===== config.mk =====
export PLATFORM = sky130hd
export DESIGN_NAME = biquad_lowpass_df2_top
export DESIGN_NICKNAME = d
export VERILOG_FILES = /design/src/sv/biq_pkg.sv /design/src/sv/biquad_lowpass_df2_top.sv /design/src/sv/biq_cfg.sv /design/src/sv/biq_ctrl.sv /design/src/sv/biq_dp.sv
export SDC_FILE = /design/constraint.sdc
export NUM_CORES = 2
export LEC_CHECK = 0
export BUFFER_PORTS_ARGS = -buffer_cell sky130_fd_sc_hd__buf_2
export CORE_AREA = 2 2 341 343
export CTS_CLUSTER_DIAMETER = 200
export DETAILED_ROUTE_END_ITERATION = 10
export DIE_AREA = 0 0 343 345
export PLACE_DENSITY = 0.76
export SYNTH_ARGS = -nofsm -noshare
export SYNTH_HDL_FRONTEND = slang
export SYNTH_SLANG_ARGS = --single-unit

===== constraint.sdc =====
create_clock -name clk -period 13.99 [get_ports clk]
set_input_delay 0.6995 -clock clk [delete_from_list [all_inputs] [get_ports clk]]
set_output_delay 0.6995 -clock clk [all_outputs]
set_load 0.01 [all_outputs]

===== src/sv/biq_pkg.sv =====
`timescale 1ns / 1ps
// ----------------------------------------------------------------------------
// Biquad low-pass package
// Shared widths, register indexes, reset coefficients and control types.
// ----------------------------------------------------------------------------
package biq_pkg;

    localparam int SAMPLE_BITS    = 24;
    localparam int COEF_FRAC_BITS = 28;
    localparam int STATE_BITS     = 40;
    localparam int COEF_BITS      = 32;
    localparam int DATA_BITS      = 32;
    localparam int ADDR_BITS      = 5;
    localparam int REG_IDX_BITS   = 3;
    localparam int TDATA_BITS     = ((SAMPLE_BITS + 7) / 8) * 8;

    localparam int SPLIT_BITS     = 32;
    localparam int HI_BITS        = STATE_BITS - SPLIT_BITS;
    localparam int PROD_BITS      = STATE_BITS + COEF_BITS;
    localparam int LO_PROD_BITS   = SPLIT_BITS + COEF_BITS;
    localparam int HI_PROD_BITS   = HI_BITS + COEF_BITS;
    localparam int QUO_BITS       = PROD_BITS - COEF_FRAC_BITS;
    localparam int ACC_BITS       = STATE_BITS + 3;

    localparam logic [REG_IDX_BITS-1:0] REG_BYPASS = 3'd0;
    localparam logic [REG_IDX_BITS-1:0] REG_B0     = 3'd1;
    localparam logic [REG_IDX_BITS-1:0] REG_B1     = 3'd2;
    localparam logic [REG_IDX_BITS-1:0] REG_B2     = 3'd3;
    localparam logic [REG_IDX_BITS-1:0] REG_A1     = 3'd4;
    localparam logic [REG_IDX_BITS-1:0] REG_A2     = 3'd5;

    localparam logic signed [COEF_BITS-1:0] RST_B0 = 32'sd881561;
    localparam logic signed [COEF_BITS-1:0] RST_B1 = -32'sd1567664;
    localparam logic signed [COEF_BITS-1:0] RST_B2 = 32'sd881561;
    localparam logic signed [COEF_BITS-1:0] RST_A1 = -32'sd526545741;
    localparam logic signed [COEF_BITS-1:0] RST_A2 = 32'sd258305745;

    typedef struct packed {
        logic                        bypass;
        logic signed [COEF_BITS-1:0] b0;
        logic signed [COEF_BITS-1:0] b1;
        logic signed [COEF_BITS-1:0] b2;
        logic signed [COEF_BITS-1:0] a1;
        logic signed [COEF_BITS-1:0] a2;
    } cfg_t;

    typedef enum logic [2:0] {
        ST_IDLE,
        ST_MUL_LO,
        ST_MUL_HI,
        ST_ROUND,
        ST_ACCUM,
        ST_NODE,
        ST_FINISH
    } state_t;

    typedef enum logic [2:0] {
        PR_A1D1,
        PR_A2D2,
        PR_B0W,
        PR_B1D1,
        PR_B2D2
    } prod_t;

    typedef struct packed {
        logic  load;
        logic  mul_lo;
        logic  mul_hi;
        logic  round;
        logic  accum;
        logic  node;
        logic  finish;
        prod_t prod;
    } cmd_t;

endpackage


===== src/sv/biquad_lowpass_df2_top.sv =====
`timescale 1ns / 1ps
// ----------------------------------------------------------------------------
// Biquad low-pass filter, direct form II
// Top level: APB configuration, sequencing controller and shared datapath.
// ----------------------------------------------------------------------------
// Each 24-bit sample beat is filtered as w = x - a1*d1 - a2*d2 and
// y = b0*w + b1*d1 + b2*d2 with Q3.28 coefficients, rounded products and
// saturated 40-bit state and 24-bit output. A split multiplier forms each of
// the five products as a 32x32 low half followed by an 8x32 high half, then
// rounds it and accumulates it. A new sample is accepted only after the last
// one has finished, and finishing waits while the output is stalled. With
// bypass set, a sample is returned unchanged. The output register holds a
// finished result while the next sample is being accepted.
module biquad_lowpass_df2_top (
    input  logic                              clk,
    input  logic                              rst_n,
    input  logic                              psel,
    input  logic                              penable,
    input  logic                              pwrite,
    input  logic [biq_pkg::ADDR_BITS-1:0]     paddr,
    input  logic [biq_pkg::DATA_BITS-1:0]     pwdata,
    output logic [biq_pkg::DATA_BITS-1:0]     prdata,
    output logic                              pready,
    input  logic                              s_tvalid,
    output logic                              s_tready,
    input  logic [biq_pkg::TDATA_BITS-1:0]    s_tdata,  // [23:0] sample_in
    input  logic                              s_tuser,  // [0] restart
    output logic                              m_tvalid,
    input  logic                              m_tready,
    output logic [biq_pkg::TDATA_BITS-1:0]    m_tdata   // [23:0] sample_out
);

    biq_pkg::cfg_t                           cfg;
    biq_pkg::cmd_t                           cmd;
    logic signed [biq_pkg::SAMPLE_BITS-1:0]  sample_out;

    biq_cfg u_cfg (
        .clk     (clk),
        .rst_n   (rst_n),
        .psel    (psel),
        .penable (penable),
        .pwrite  (pwrite),
        .paddr   (paddr),
        .pwdata  (pwdata),
        .prdata  (prdata),
        .pready  (pready),
        .cfg     (cfg)
    );

    biq_ctrl u_ctrl (
        .clk      (clk),
        .rst_n    (rst_n),
        .bypass   (cfg.bypass),
        .s_tvalid (s_tvalid),
        .s_tready (s_tready),
        .m_tvalid (m_tvalid),
        .m_tready (m_tready),
        .cmd      (cmd)
    );

    biq_dp u_dp (
        .clk        (clk),
        .rst_n      (rst_n),
        .cmd        (cmd),
        .cfg        (cfg),
        .sample_in  (s_tdata[biq_pkg::SAMPLE_BITS-1:0]),
        .restart    (s_tuser),
        .sample_out (sample_out)
    );

    assign m_tdata = biq_pkg::TDATA_BITS'($unsigned(sample_out));

endmodule


===== src/sv/biq_cfg.sv =====
`timescale 1ns / 1ps
// ----------------------------------------------------------------------------
// Biquad configuration registers
// APB register file holding the bypass flag and the five coefficients.
// ----------------------------------------------------------------------------
module biq_cfg (
    input  logic                            clk,
    input  logic                            rst_n,
    input  logic                            psel,
    input  logic                            penable,
    input  logic                            pwrite,
    input  logic [biq_pkg::ADDR_BITS-1:0]   paddr,
    input  logic [biq_pkg::DATA_BITS-1:0]   pwdata,
    output logic [biq_pkg::DATA_BITS-1:0]   prdata,
    output logic                            pready,
    output biq_pkg::cfg_t                   cfg
);

    biq_pkg::cfg_t                        cfg_reg;
    biq_pkg::cfg_t                        cfg_next;
    logic [biq_pkg::REG_IDX_BITS-1:0]     reg_idx;
    logic                                 wr_en;

    assign reg_idx = paddr[biq_pkg::ADDR_BITS-1:2];
    assign wr_en   = psel && penable && pwrite;
    assign pready  = 1'b1;
    assign cfg     = cfg_reg;

    always_comb
    begin
        cfg_next = cfg_reg;
        if (wr_en)
        begin
            unique case (reg_idx)
                biq_pkg::REG_BYPASS: cfg_next.bypass = pwdata[0];
                biq_pkg::REG_B0:     cfg_next.b0     = pwdata;
                biq_pkg::REG_B1:     cfg_next.b1     = pwdata;
                biq_pkg::REG_B2:     cfg_next.b2     = pwdata;
                biq_pkg::REG_A1:     cfg_next.a1     = pwdata;
                biq_pkg::REG_A2:     cfg_next.a2     = pwdata;
                default:             cfg_next        = cfg_reg;
            endcase
        end
    end

    always_comb
    begin
        unique case (reg_idx)
            biq_pkg::REG_BYPASS: prdata = biq_pkg::DATA_BITS'(cfg_reg.bypass);
            biq_pkg::REG_B0:     prdata = cfg_reg.b0;
            biq_pkg::REG_B1:     prdata = cfg_reg.b1;
            biq_pkg::REG_B2:     prdata = cfg_reg.b2;
            biq_pkg::REG_A1:     prdata = cfg_reg.a1;
            biq_pkg::REG_A2:     prdata = cfg_reg.a2;
            default:             prdata = '0;
        endcase
    end

    always_ff @(posedge clk or negedge rst_n)
    begin
        if (!rst_n)
        begin
            cfg_reg.bypass <= 1'b0;
            cfg_reg.b0     <= biq_pkg::RST_B0;
            cfg_reg.b1     <= biq_pkg::RST_B1;
            cfg_reg.b2     <= biq_pkg::RST_B2;
            cfg_reg.a1     <= biq_pkg::RST_A1;
            cfg_reg.a2     <= biq_pkg::RST_A2;
        end
        else
        begin
            cfg_reg <= cfg_next;
        end
    end

endmodule


===== src/sv/biq_ctrl.sv =====
`timescale 1ns / 1ps
// ----------------------------------------------------------------------------
// Biquad controller
// Sequences the five products of one sample and owns both stream handshakes.
// ----------------------------------------------------------------------------
module biq_ctrl (
    input  logic           clk,
    input  logic           rst_n,
    input  logic           bypass,
    input  logic           s_tvalid,
    output logic           s_tready,
    output logic           m_tvalid,
    input  logic           m_tready,
    output biq_pkg::cmd_t  cmd
);

    biq_pkg::state_t state_reg;
    biq_pkg::state_t state_next;
    biq_pkg::prod_t  prod_reg;
    biq_pkg::prod_t  prod_next;
    logic            out_valid_reg;
    logic            out_valid_next;
    logic            out_free;

    assign out_free = !out_valid_reg || m_tready;
    assign m_tvalid = out_valid_reg;

    always_comb
    begin
        state_next = state_reg;
        prod_next  = prod_reg;
        unique case (state_reg)
            biq_pkg::ST_IDLE:
            begin
                if (s_tvalid)
                begin
                    prod_next  = biq_pkg::PR_A1D1;
                    state_next = bypass ? biq_pkg::ST_FINISH : biq_pkg::ST_MUL_LO;
                end
            end
            biq_pkg::ST_MUL_LO: state_next = biq_pkg::ST_MUL_HI;
            biq_pkg::ST_MUL_HI: state_next = biq_pkg::ST_ROUND;
            biq_pkg::ST_ROUND:  state_next = biq_pkg::ST_ACCUM;
            biq_pkg::ST_ACCUM:
            begin
                unique case (prod_reg)
                    biq_pkg::PR_A1D1:
                    begin
                        prod_next  = biq_pkg::PR_A2D2;
                        state_next = biq_pkg::ST_MUL_LO;
                    end
                    biq_pkg::PR_A2D2:
                    begin
                        prod_next  = biq_pkg::PR_B0W;
                        state_next = biq_pkg::ST_NODE;
                    end
                    biq_pkg::PR_B0W:
                    begin
                        prod_next  = biq_pkg::PR_B1D1;
                        state_next = biq_pkg::ST_MUL_LO;
                    end
                    biq_pkg::PR_B1D1:
                    begin
                        prod_next  = biq_pkg::PR_B2D2;
                        state_next = biq_pkg::ST_MUL_LO;
                    end
                    default:
                    begin
                        state_next = biq_pkg::ST_FINISH;
                    end
                endcase
            end
            biq_pkg::ST_NODE:   state_next = biq_pkg::ST_MUL_LO;
            biq_pkg::ST_FINISH:
            begin
                if (out_free)
                begin
                    state_next = biq_pkg::ST_IDLE;
                end
            end
            default:            state_next = biq_pkg::ST_IDLE;
        endcase
    end

    always_comb
    begin
        s_tready   = 1'b0;
        cmd        = '0;
        cmd.prod   = prod_reg;
        unique case (state_reg)
            biq_pkg::ST_IDLE:
            begin
                s_tready = 1'b1;
                cmd.load = s_tvalid;
            end
            biq_pkg::ST_MUL_LO: cmd.mul_lo = 1'b1;
            biq_pkg::ST_MUL_HI: cmd.mul_hi = 1'b1;
            biq_pkg::ST_ROUND:  cmd.round  = 1'b1;
            biq_pkg::ST_ACCUM:  cmd.accum  = 1'b1;
            biq_pkg::ST_NODE:   cmd.node   = 1'b1;
            biq_pkg::ST_FINISH: cmd.finish = out_free;
            default:            cmd        = '0;
        endcase
    end

    always_comb
    begin
        if (cmd.finish)
        begin
            out_valid_next = 1'b1;
        end
        else if (m_tready)
        begin
            out_valid_next = 1'b0;
        end
        else
        begin
            out_valid_next = out_valid_reg;
        end
    end

    always_ff @(posedge clk or negedge rst_n)
    begin
        if (!rst_n)
        begin
            state_reg     <= biq_pkg::ST_IDLE;
            prod_reg      <= biq_pkg::PR_A1D1;
            out_valid_reg <= 1'b0;
        end
        else
        begin
            state_reg     <= state_next;
            prod_reg      <= prod_next;
            out_valid_reg <= out_valid_next;
        end
    end

endmodule


===== src/sv/biq_dp.sv =====
`timescale 1ns / 1ps
// ----------------------------------------------------------------------------
// Biquad datapath
// Shared split multiplier with rounding, accumulator, delay line and output.
// ----------------------------------------------------------------------------
module biq_dp (
    input  logic                                   clk,
    input  logic                                   rst_n,
    input  biq_pkg::cmd_t                          cmd,
    input  biq_pkg::cfg_t                          cfg,
    input  logic signed [biq_pkg::SAMPLE_BITS-1:0] sample_in,
    input  logic                                   restart,
    output logic signed [biq_pkg::SAMPLE_BITS-1:0] sample_out
);

    localparam int SB = biq_pkg::SAMPLE_BITS;
    localparam int WB = biq_pkg::STATE_BITS;
    localparam int CB = biq_pkg::COEF_BITS;
    localparam int AB = biq_pkg::ACC_BITS;
    localparam int PB = biq_pkg::PROD_BITS;
    localparam int QB = biq_pkg::QUO_BITS;
    localparam int FB = biq_pkg::COEF_FRAC_BITS;

    localparam logic [PB-1:0] ROUND_ONE = PB'(1) << (FB - 1);
    localparam logic [QB-1:0] LIM_NEG   = QB'(1) << (WB - 1);
    localparam logic [QB-1:0] LIM_POS   = LIM_NEG - QB'(1);

    function automatic logic signed [WB-1:0] sat_state(input logic signed [AB-1:0] v);
        logic [AB-WB:0] top;
        top = v[AB-1:WB-1];
        if (!v[AB-1] && (|top))
        begin
            sat_state = {1'b0, {(WB-1){1'b1}}};
        end
        else if (v[AB-1] && !(&top))
        begin
            sat_state = {1'b1, {(WB-1){1'b0}}};
        end
        else
        begin
            sat_state = v[WB-1:0];
        end
    endfunction

    function automatic logic signed [SB-1:0] sat_sample(input logic signed [AB-1:0] v);
        logic [AB-SB:0] top;
        top = v[AB-1:SB-1];
        if (!v[AB-1] && (|top))
        begin
            sat_sample = {1'b0, {(SB-1){1'b1}}};
        end
        else if (v[AB-1] && !(&top))
        begin
            sat_sample = {1'b1, {(SB-1){1'b0}}};
        end
        else
        begin
            sat_sample = v[SB-1:0];
        end
    endfunction

    logic signed [WB-1:0]                    d1_reg, d1_next;
    logic signed [WB-1:0]                    d2_reg, d2_next;
    logic signed [WB-1:0]                    w_reg, w_next;
    logic signed [AB-1:0]                    acc_reg, acc_next;
    logic signed [SB-1:0]                    x_reg, x_next;
    logic signed [SB-1:0]                    out_reg, out_next;
    logic [biq_pkg::HI_BITS-1:0]             hi_mag_reg, hi_mag_next;
    logic [CB-1:0]                           coef_mag_reg, coef_mag_next;
    logic                                    neg_reg, neg_next;
    logic                                    sub_reg, sub_next;
    logic [biq_pkg::LO_PROD_BITS-1:0]        prod_lo_reg, prod_lo_next;
    logic [biq_pkg::HI_PROD_BITS-1:0]        prod_hi_reg, prod_hi_next;
    logic signed [WB-1:0]                    term_reg, term_next;

    logic signed [WB-1:0]                    op_val;
    logic signed [CB-1:0]                    op_coef;
    logic                                    op_sub;
    logic [WB-1:0]                           val_mag;
    logic [CB-1:0]                           coef_mag;
    logic [PB-1:0]                           rnd_sum;
    logic [QB-1:0]                           quo;
    logic [QB-1:0]                           neg_quo;

    always_comb
    begin
        unique case (cmd.prod)
            biq_pkg::PR_A1D1:
            begin
                op_val  = d1_reg;
                op_coef = cfg.a1;
                op_sub  = 1'b1;
            end
            biq_pkg::PR_A2D2:
            begin
                op_val  = d2_reg;
                op_coef = cfg.a2;
                op_sub  = 1'b1;
            end
            biq_pkg::PR_B0W:
            begin
                op_val  = w_reg;
                op_coef = cfg.b0;
                op_sub  = 1'b0;
            end
            biq_pkg::PR_B1D1:
            begin
                op_val  = d1_reg;
                op_coef = cfg.b1;
                op_sub  = 1'b0;
            end
            biq_pkg::PR_B2D2:
            begin
                op_val  = d2_reg;
                op_coef = cfg.b2;
                op_sub  = 1'b0;
            end
            default:
            begin
                op_val  = '0;
                op_coef = '0;
                op_sub  = 1'b0;
            end
        endcase
    end

    assign val_mag  = op_val[WB-1] ? WB'(-op_val) : WB'(op_val);
    assign coef_mag = op_coef[CB-1] ? CB'(-op_coef) : CB'(op_coef);

    assign rnd_sum = (PB'(prod_hi_reg) << biq_pkg::SPLIT_BITS) + PB'(prod_lo_reg) + ROUND_ONE;
    assign quo     = rnd_sum[PB-1:FB];
    assign neg_quo = QB'(0) - ((quo > LIM_NEG) ? LIM_NEG : quo);

    always_comb
    begin
        d1_next       = d1_reg;
        d2_next       = d2_reg;
        w_next        = w_reg;
        acc_next      = acc_reg;
        x_next        = x_reg;
        out_next      = out_reg;
        hi_mag_next   = hi_mag_reg;
        coef_mag_next = coef_mag_reg;
        neg_next      = neg_reg;
        sub_next      = sub_reg;
        prod_lo_next  = prod_lo_reg;
        prod_hi_next  = prod_hi_reg;
        term_next     = term_reg;

        if (cmd.load)
        begin
            x_next   = sample_in;
            acc_next = AB'(sample_in);
            if (restart)
            begin
                d1_next = '0;
                d2_next = '0;
            end
        end

        if (cmd.mul_lo)
        begin
            prod_lo_next  = biq_pkg::LO_PROD_BITS'(val_mag[biq_pkg::SPLIT_BITS-1:0])
                          * biq_pkg::LO_PROD_BITS'(coef_mag);
            hi_mag_next   = val_mag[WB-1:biq_pkg::SPLIT_BITS];
            coef_mag_next = coef_mag;
            neg_next      = op_val[WB-1] ^ op_coef[CB-1];
            sub_next      = op_sub;
        end

        if (cmd.mul_hi)
        begin
            prod_hi_next = biq_pkg::HI_PROD_BITS'(hi_mag_reg)
                         * biq_pkg::HI_PROD_BITS'(coef_mag_reg);
        end

        if (cmd.round)
        begin
            if (neg_reg)
            begin
                term_next = neg_quo[WB-1:0];
            end
            else
            begin
                term_next = (quo > LIM_POS) ? LIM_POS[WB-1:0] : quo[WB-1:0];
            end
        end

        if (cmd.accum)
        begin
            if (sub_reg)
            begin
                acc_next = acc_reg - AB'(term_reg);
            end
            else
            begin
                acc_next = acc_reg + AB'(term_reg);
            end
        end

        if (cmd.node)
        begin
            w_next   = sat_state(acc_reg);
            acc_next = '0;
        end

        if (cmd.finish)
        begin
            if (cfg.bypass)
            begin
                out_next = x_reg;
            end
            else
            begin
                out_next = sat_sample(acc_reg);
                d2_next  = d1_reg;
                d1_next  = w_reg;
            end
        end
    end

    always_ff @(posedge clk or negedge rst_n)
    begin
        if (!rst_n)
        begin
            d1_reg <= '0;
            d2_reg <= '0;
        end
        else
        begin
            d1_reg <= d1_next;
            d2_reg <= d2_next;
        end
    end

    always_ff @(posedge clk)
    begin
        w_reg        <= w_next;
        acc_reg      <= acc_next;
        x_reg        <= x_next;
        out_reg      <= out_next;
        hi_mag_reg   <= hi_mag_next;
        coef_mag_reg <= coef_mag_next;
        neg_reg      <= neg_next;
        sub_reg      <= sub_next;
        prod_lo_reg  <= prod_lo_next;
        prod_hi_reg  <= prod_hi_next;
        term_reg     <= term_next;
    end

    assign sample_out = out_reg;

endmodule


==> metrics <==
outcome=completed; Hold Path Class=in -> async; GR Util All Layers=a little over a third; Synth Instances=7230; Yosys top cell area share=31.4%; most frequent cell after synthesis=inv_1; Simple-Gate Fraction of Synth Area=13.9%; Mapped Avg Cell Area=9.48 µm²; flip-flop and latch area=14600 µm²; Mapped Area=68500 µm²; Num CTS Buffers=58; CTS Buffer Depth=3; synth cell count leaders=1122 x inv_1, 1076 x fa_1, 867 x nand2_1, 748 x nor2_1, 399 x ha_1; met1 GRT Util=46.2%; share of cells above drive strength 1=between 10% and 20%; GRT Max-Usage Layer=met2; fin crit share=95.1%; post-synthesis compound-gate area fraction=10.8%; PnR worst setup slack=0.682 ns; post-route ant nets=0; crit path DAT=13.71 ns; Chip Height=345 µm; main area contributors after synthesis=fa_1 31%, edfxtp_1 11%, ha_1 7.3%; Startpoint Class=flop; final RePlAce weighted congestion=1.00; Clock Latency Late Sink=around 0.71 ns; WS Path Type=reg -> reg; Yosys warnings=0; H-tree level count=2; clock root buffer=clkbuf_16; Die ar.=118000 µm²; crit-path max FO=18; initial antenna violation count=5; slew of the pin with the lowest slew margin=roughly 1.5 ns; TritonCTS Sinks=approximately 540; CTS clk-pin slew, worst paths=~0.06 ns; first-pass GRT wire length=323 mm; Crit-path slowest cell=nor4_1; drt wl/cell=approximately 23 µm; FF+latch count, synth=538; Vias=roughly 55000; CTS tree=yes; Post-Synth Adder-Cell Area=38.7%; clock skew=0.104 ns; synthesis-to-finish area growth=7.16%; max reg flops=161; cts hold-fix bufs=0; row cnt=125; CP Data Required Time=14.40 ns; Max Slew Vio Count=0; post-synthesis sequential area ratio=21.3%; drt pass-1 iters=10; RSZ-0062 raised after global routing=false; largest family of logic cells by synthesized area=adder cells; Post-synth EDFFs=247; ys flop type=edfxtp_1; DRT Wirelength=about 210 mm; largest net degree at the start of global routing=115; I/O pin count=128; leading area contributor after synthesis=fa_1; I/O Buffers=124; cell repeated most along the worst path=fa_1; Max-cap violations=0; Chip Width=343 µm; slowest stage delay, CP=1.07 ns; Vias/cell=approximately 6.2; Synth Area in XOR/XNOR=3.46%; Congestion Overflow GR=0; GRT met3 Usage=9.17%; vias in the first global route=around 57000; Setup TNS=0 ns; fillers=9292; post-synthesis cell type count=99; Starting DRT DRC Count=5423; CP Capture Type=flop; core footprint=roughly 120000 µm²; area occupied by multi-input gates=between 40000 and 50000 µm²; worst slew margin relative to its limit=2.54%; multiplexer share of the synthesized area=under 10%; min cycle time layout=13.31 ns; Post-CTS Resized=0; Synthesized Nets=8774; postcts setup bufs=0; fmax=75.1 MHz; nets=8767; Place WS=0.961 ns; # DRC=0; fraction of registers with async set/reset=a little under half; Final setup viols=0; Final Hold Vio Count=0; met2 Usage GRT=55.1%; hpwl dp=157 mm; initial cell density of the core=59.5%
==> kinds of logic (layout without fill, tap and decap cells) <==
logic type                 count (synthesis)  count (layout)
AOI/OAI and AO/OA                       1057            1057
and+or+nand+nor                         2169            2169
adders and majority gates               1475            1475
xor gates and xnor gates                 271             271
DFF                                      538             538
buffers and inverters                   1497            1540
other                                      1               4
muxes                                    222             222
==> layer usage <==
metal	routed length, µm	share of wire [%]
met5	11	0.0053
met3	24100	12
met2	93700	45
met4	12100	5.9
met1	76900	37
==> worst paths after layout <==
check,slack (ns),cells past startpoint,to,startpoint
worst max-delay path,0.68,36,u_dp.prod_lo_reg[63],u_ctrl.state_reg[1]
worst min-delay path,0.1,1,u_cfg.cfg[143],rst_n
worst max register to register,0.68,36,u_dp.prod_lo_reg[63],u_ctrl.state_reg[1]
worst min register to register,0.43,2,u_dp.sample_out[1],u_dp.x_reg[1]
max in group asynchronous,11.53,3,u_dp.d2_reg[28],rst_n
min in group clk,0.18,1,u_dp.x_reg[23],s_tdata[23]
==> through the flow <==
| step | instances | util, % | instance area, µm² | hold WS [ns] |
|---|---|---|---|---|
| 2_1_floorplan | 7230 | - | 68500 | 0.404 |
| 3_3_place_gp | 8686 | 62.1 | 71400 | 0.481 |
| 4_1_cts | 8796 | 63.8 | 73400 | 0.121 |
| 3_5_place_dp | 8686 | 62.1 | 71400 | 0.482 |
| 6_report | 8800 | 63.8 | 73400 | 0.0981 |
| 5_1_grt | 8797 | 63.8 | 73400 | 0.162 |
==> cell usage in the layout, fill, tap and decap left out, types with 148 or more instances in the layout <==
master	n
nand2_1	867
fa_1	1076
ha_1	399
edfxtp_1	247
dfrtp_1	175
mux2_2	161
o21ai_0	200
buf_4	168
inv_1	1122
xnor2_1	148
nor2_1	743
a21oi_1	220
==> layout make-up <==
class	count	area share, %
clock buffers	84	2.26
inverters	1138	5.82
diodes	3	0.0102
clock inverters	26	0.416
flip-flops and latches	538	19.9
well taps	1524	2.60
multi-input cells	5195	66.5
repair buffers	292	2.58
==> critical path: cells and delay by family, from the launching register on <==
family / cells / cell delay, ns
flip-flops: 1 / 0.65
buffers and inverters: 7 / 0.72
AO/OA/AOI/OAI: 11 / 3.45
AND/OR/NAND/NOR: 7 / 2.64
XOR/XNOR: 1 / 0.95
adder cells (fa/ha/maj): 10 / 4.67
Power is not shown: default switching activity piles up to over one toggle a cycle in this logic, so the estimate is an artifact.
